===== src/rtl/bpa_ram.sv =====
`timescale 1ns / 1ps

module bpa_ram #(
    parameter int WIDTH = 32,
    parameter int DEPTH = 128
) (
    input  logic                  clk,
    input  logic                  we,
    input  logic [(DEPTH > 1 ? $clog2(DEPTH) : 1)-1:0] waddr,
    input  logic [WIDTH-1:0]      wdata,
    input  logic                  re,
    input  logic [(DEPTH > 1 ? $clog2(DEPTH) : 1)-1:0] raddr,
    output logic [WIDTH-1:0]      rdata
);

    logic [WIDTH-1:0] mem [DEPTH];

    always_ff @(posedge clk)
    begin
        if (we)
        begin
            mem[waddr] <= wdata;
        end
        if (re)
        begin
            rdata <= mem[raddr];
        end
    end

endmodule


===== config.mk =====
export PLATFORM = sky130hd
export DESIGN_NAME = bpa_ram
export DESIGN_NICKNAME = d
export VERILOG_FILES = /design/src/rtl/bpa_ram.sv
export SDC_FILE = /design/constraint.sdc
export NUM_CORES = 2
export LEC_CHECK = 0
export BUFFER_PORTS_ARGS = -buffer_cell sky130_fd_sc_hd__buf_2
export CORE_AREA = 4 4 516 518
export CTS_CLUSTER_DIAMETER = 120
export DETAILED_ROUTE_END_ITERATION = 7
export DIE_AREA = 0 0 520 522
export GPL_ROUTABILITY_DRIVEN = 1
export HOLD_SLACK_MARGIN = 0.12
export PLACE_DENSITY = 0.86
export SLEW_MARGIN = 20
export SYNTH_ARGS = -nofsm -noshare
export SYNTH_HDL_FRONTEND = slang
export SYNTH_SLANG_ARGS = --single-unit

===== constraint.sdc =====
create_clock -name clk -period 10.05 [get_ports clk]
set_input_delay 0.5025 -clock clk [delete_from_list [all_inputs] [get_ports clk]]
set_output_delay 0.5025 -clock clk [all_outputs]
set_load 0.02 [all_outputs]

# Yosys cells after proc, flatten, opt, wreduce, memory -nomap -nowiden
# Memories as Yosys holds them, arrays and structs flattened. A register that Yosys moved wholly into a read port is not among the register bits.
# Cells that the tools add are included.
# classes
n_mux,2
# op_table
operator,count
1-bit two-way mux,2
# word_totals
ff_bits,0
ramBits,4096
inputBits,49
output_inout_bits,32
wordCells,3
memories,1
# memory_table
memory,depth,word_bits,rd,rd_clocked_by_memory_dff,wr,line,text
mem,128,32,1,1,1,16,logic [WIDTH-1:0] mem [DEPTH];

# Longest topological paths before layout
# logic_depth
word_depth,2
ltp_mapped,8
mapped_depth_nobuf,4

# Worst setup path after synthesis
# No wires, ideal clock.
# synth_timing
path_kind,input-to-reg
from,input we
to,memory mem[98][0] (enable)
setup_ns,0.461
arrival_ns,3.280
required_time_ns,9.589
slack_ns,6.309
stages,3
n_path_buf,1
path_cell_list,clkbuf_1 -> nand4_1 -> nor3_1
# synth_between
elab_chain_len,2
# synth_rtl
element,line,text
"start, declared",8,"input logic we,"
1-bit two-way mux,20,if (we)
1-bit two-way mux (not written as such),22,mem[waddr] <= wdata;
"end, declared",16,
# Every way passes these cells.

==> impl_metrics.tcl <==
set metrics [dict create \
    outcome "completed" \
    end_kind "flip-flop" \
    netSwitchingFraction 0.230 \
    setup_violations 0 \
    initial_utilization 0.599 \
    synth_top_family_by_area "multiplexers" \
    core_area_sq_um 262000 \
    gr-total-overflow 0 \
    syn_to_final_growth_pct 12.1 \
    synth_area_sq_um 157000 \
    relSlewSlack 0.153 \
    drcViolationCount 0 \
    htreeDepth 5 \
    fp.dieH_um 522 \
    maxCapViolations 0 \
    synth_compound_area_frac 0 \
    skew_ns 0.0489 \
    wl_per_cell_um 51.8 \
    power_density_nw_per_um2 207 \
    path_common_cell "mux4_2" \
    path_buf_inv 3 \
    clockBufferDepth 4 \
    synthSimpleGateAreaFrac 0.00445 \
    rsz0062_at_grt "no" \
    dr.pass1.iters 7 \
    drt_iter0_drc 20700 \
    worstMarginPinSlew_ns 1.27 \
    dieArea_sq_um 271000 \
    ys_ff_latch 4128 \
    dp_hpwl_mm 255 \
    syn_area_per_cell_sq_um 26.1 \
    syn_inst 5990 \
    yosysSeqAreaShare 0.792 \
    cts_setup_buffers 0 \
    post_cts_resize_count 0 \
    leakage_nw 53.6 \
    synthXorXnorAreaFrac 0 \
    synthAdderAreaFrac 0 \
    critPathKind "in2reg" \
    tritoncts "yes" \
    routed_wl_mm 531 \
    fin_crit_ns 4.41 \
    start_kind "primary input" \
    ys_types 16 \
    synth_warnings 0 \
    antenna_found_initial 95 \
    grt_max_degree 160 \
    timing.hold.ws_ns 0.124 \
    ir_drop_mv 0.156 \
    hp-class "in2reg" \
    critPathTopFamily "buffers and inverters" \
    io_buffers 80 \
    numCtsBuffers 381 \
    slew_viol_final 0 \
    pwr-share-seq 0.526 \
    final_cell_mix "edfxtp_1, mux4_2, clkbuf_16" \
    clk_pin_slew_worst_paths_ns 0.07 \
    root_buffer "clkbuf_16" \
    nets 6404 \
    final_common_cell "edfxtp_1" \
    p_sw_mw 8.35 \
    grt_pass1_wl_mm 708 \
    multiInputGateArea_sq_um 32300 \
    clock-sinks 4128 \
    hold_violations 0 \
    regArea_sq_um 124000 \
    muxShareOfSynthArea 0.196 \
    path_cells "buf_8 -> buf_4 -> buf_4 -> mux4_2 -> mux4_2 -> mux4_2 -> mux2_2" \
    routabilityCongestion 0.804 \
    crit_arrival_ns 5.09 \
    clk_latency_ns 0.94 \
    vias 82700 \
    syn_nets 6039 \
    power_frac_clock 0.419 \
    cts_hold_buf 10 \
    nFillCells 14100 \
    required_ns 10.73 \
    grt_pass1_vias 79200 \
    ant_nets 0 \
    critPathMaxFanout 72 \
    cp_slowest_cell "buf_4" \
    power_frac_comb 0.055 \
    ioPinCount 81 \
    track_usage 0.386 \
    tns_ns 0 \
    critPathMaxStageDelay_ns 0.90 \
    finalCritPeriodShare 0.439 \
    drive_above_1_share 0.351 \
    die_x_um 520 \
    fmax_mhz 227 \
    vias_per_cell 8.07 \
    rows 188 \
    intPower_mw 28.0 \
]
-- metrics by stage --
| stage | worst slack [ns] | utilization | cells | cell area, sq um | power (mW) |
|---|---|---|---|---|---|
| finish | 5.64 | 0.671 | 10200 | 176000 | 36.3 |
| global route | 5.62 | 0.671 | 10200 | 176000 | 36.9 |
| global placement | 5.13 | 0.623 | 9473 | 163000 | 21.1 |
| CTS | 5.89 | 0.670 | 10200 | 175000 | 36.0 |
| detailed placement | 4.97 | 0.623 | 9473 | 163000 | 21.3 |
| floorplan | 6.31 | - | 5990 | 157000 | 20.4 |
-- flip-flops by register name, indices dropped and copies added, names as in the netlist --
register	cells
mem	4096
rdata	32
-- final cells by class --
type | instances | area share
antenna | 65 | 0.000926
clock buffer | 454 | 0.0568
clock inverter | 234 | 0.0134
multi-input combinational | 1546 | 0.184
sequential | 4128 | 0.706
tap | 3515 | 0.0250
timing repair buffer | 298 | 0.0141
-- power by group through the flow --
stage               logic (mW)  clock network (mW)  registers [mW]
finish                    2.00                15.2            19.1
global placement          1.68                   0            19.4
detailed placement        1.79                   0            19.5
global route              1.98                15.9            19.1
floorplan                0.918                   0            19.4
CTS                       1.88                15.1            19.1
-- path summary, 6_finish.rpt --
kind                            slack (ns)                  start  cells past startpoint               endpoint
worst max-delay path                  5.64               raddr[2]                      7    rdata[16]$_DFFE_PP_
worst min register to register        1.24  mem[88][23]$_DFFE_PP_                      4    rdata[23]$_DFFE_PP_
worst min-delay path                  0.12              wdata[10]                      1  mem[19][10]$_DFFE_PP_
worst max register to register        6.94  mem[36][24]$_DFFE_PP_                      4    rdata[24]$_DFFE_PP_
-- per-layer routing --
metal	track usage	vias to the layer above	part of all wire
li1	-	27200	-
met1	0.486	41600	0.28
met2	0.585	11400	0.46
met3	0.135	2452	0.17
met4	0.240	72	0.087
met5	0.000702	-	0.0015
-- cell usage after synthesis --
cell      number  share of area
buf_4          3        0.00014
nand3_1       12        0.00038
nand4_1        3        0.00012
nor2b_1        7        0.00028
buf_2         79         0.0025
nor3_1         9        0.00029
mux4_2      1344           0.19
mux2_2        32         0.0023
nand2b_1       2       0.000080
nand2_1       14        0.00034
nor2_1       122         0.0029
clkbuf_1     182         0.0044
buf_1         50         0.0012
edfxtp_1    4128           0.79
or3_1          1       0.000040
buf_6          2        0.00014
-- kinds of logic (layout without fill, tap and decap cells) --
| group | count (synthesis) | count (layout) |
|---|---|---|
| DFF | 4128 | 4128 |
| other | 0 | 65 |
| and+or+nand+nor | 170 | 170 |
| buffers and inverters | 316 | 986 |
| muxes | 1376 | 1376 |
-- worst reg2reg max path, delay by kind of cell, from the launching register on --
kind | cells | cell delay, ns
multiplexers | 4 | 2.37
flip-flops | 1 | 0.49
(Power assumes the default switching activity.)
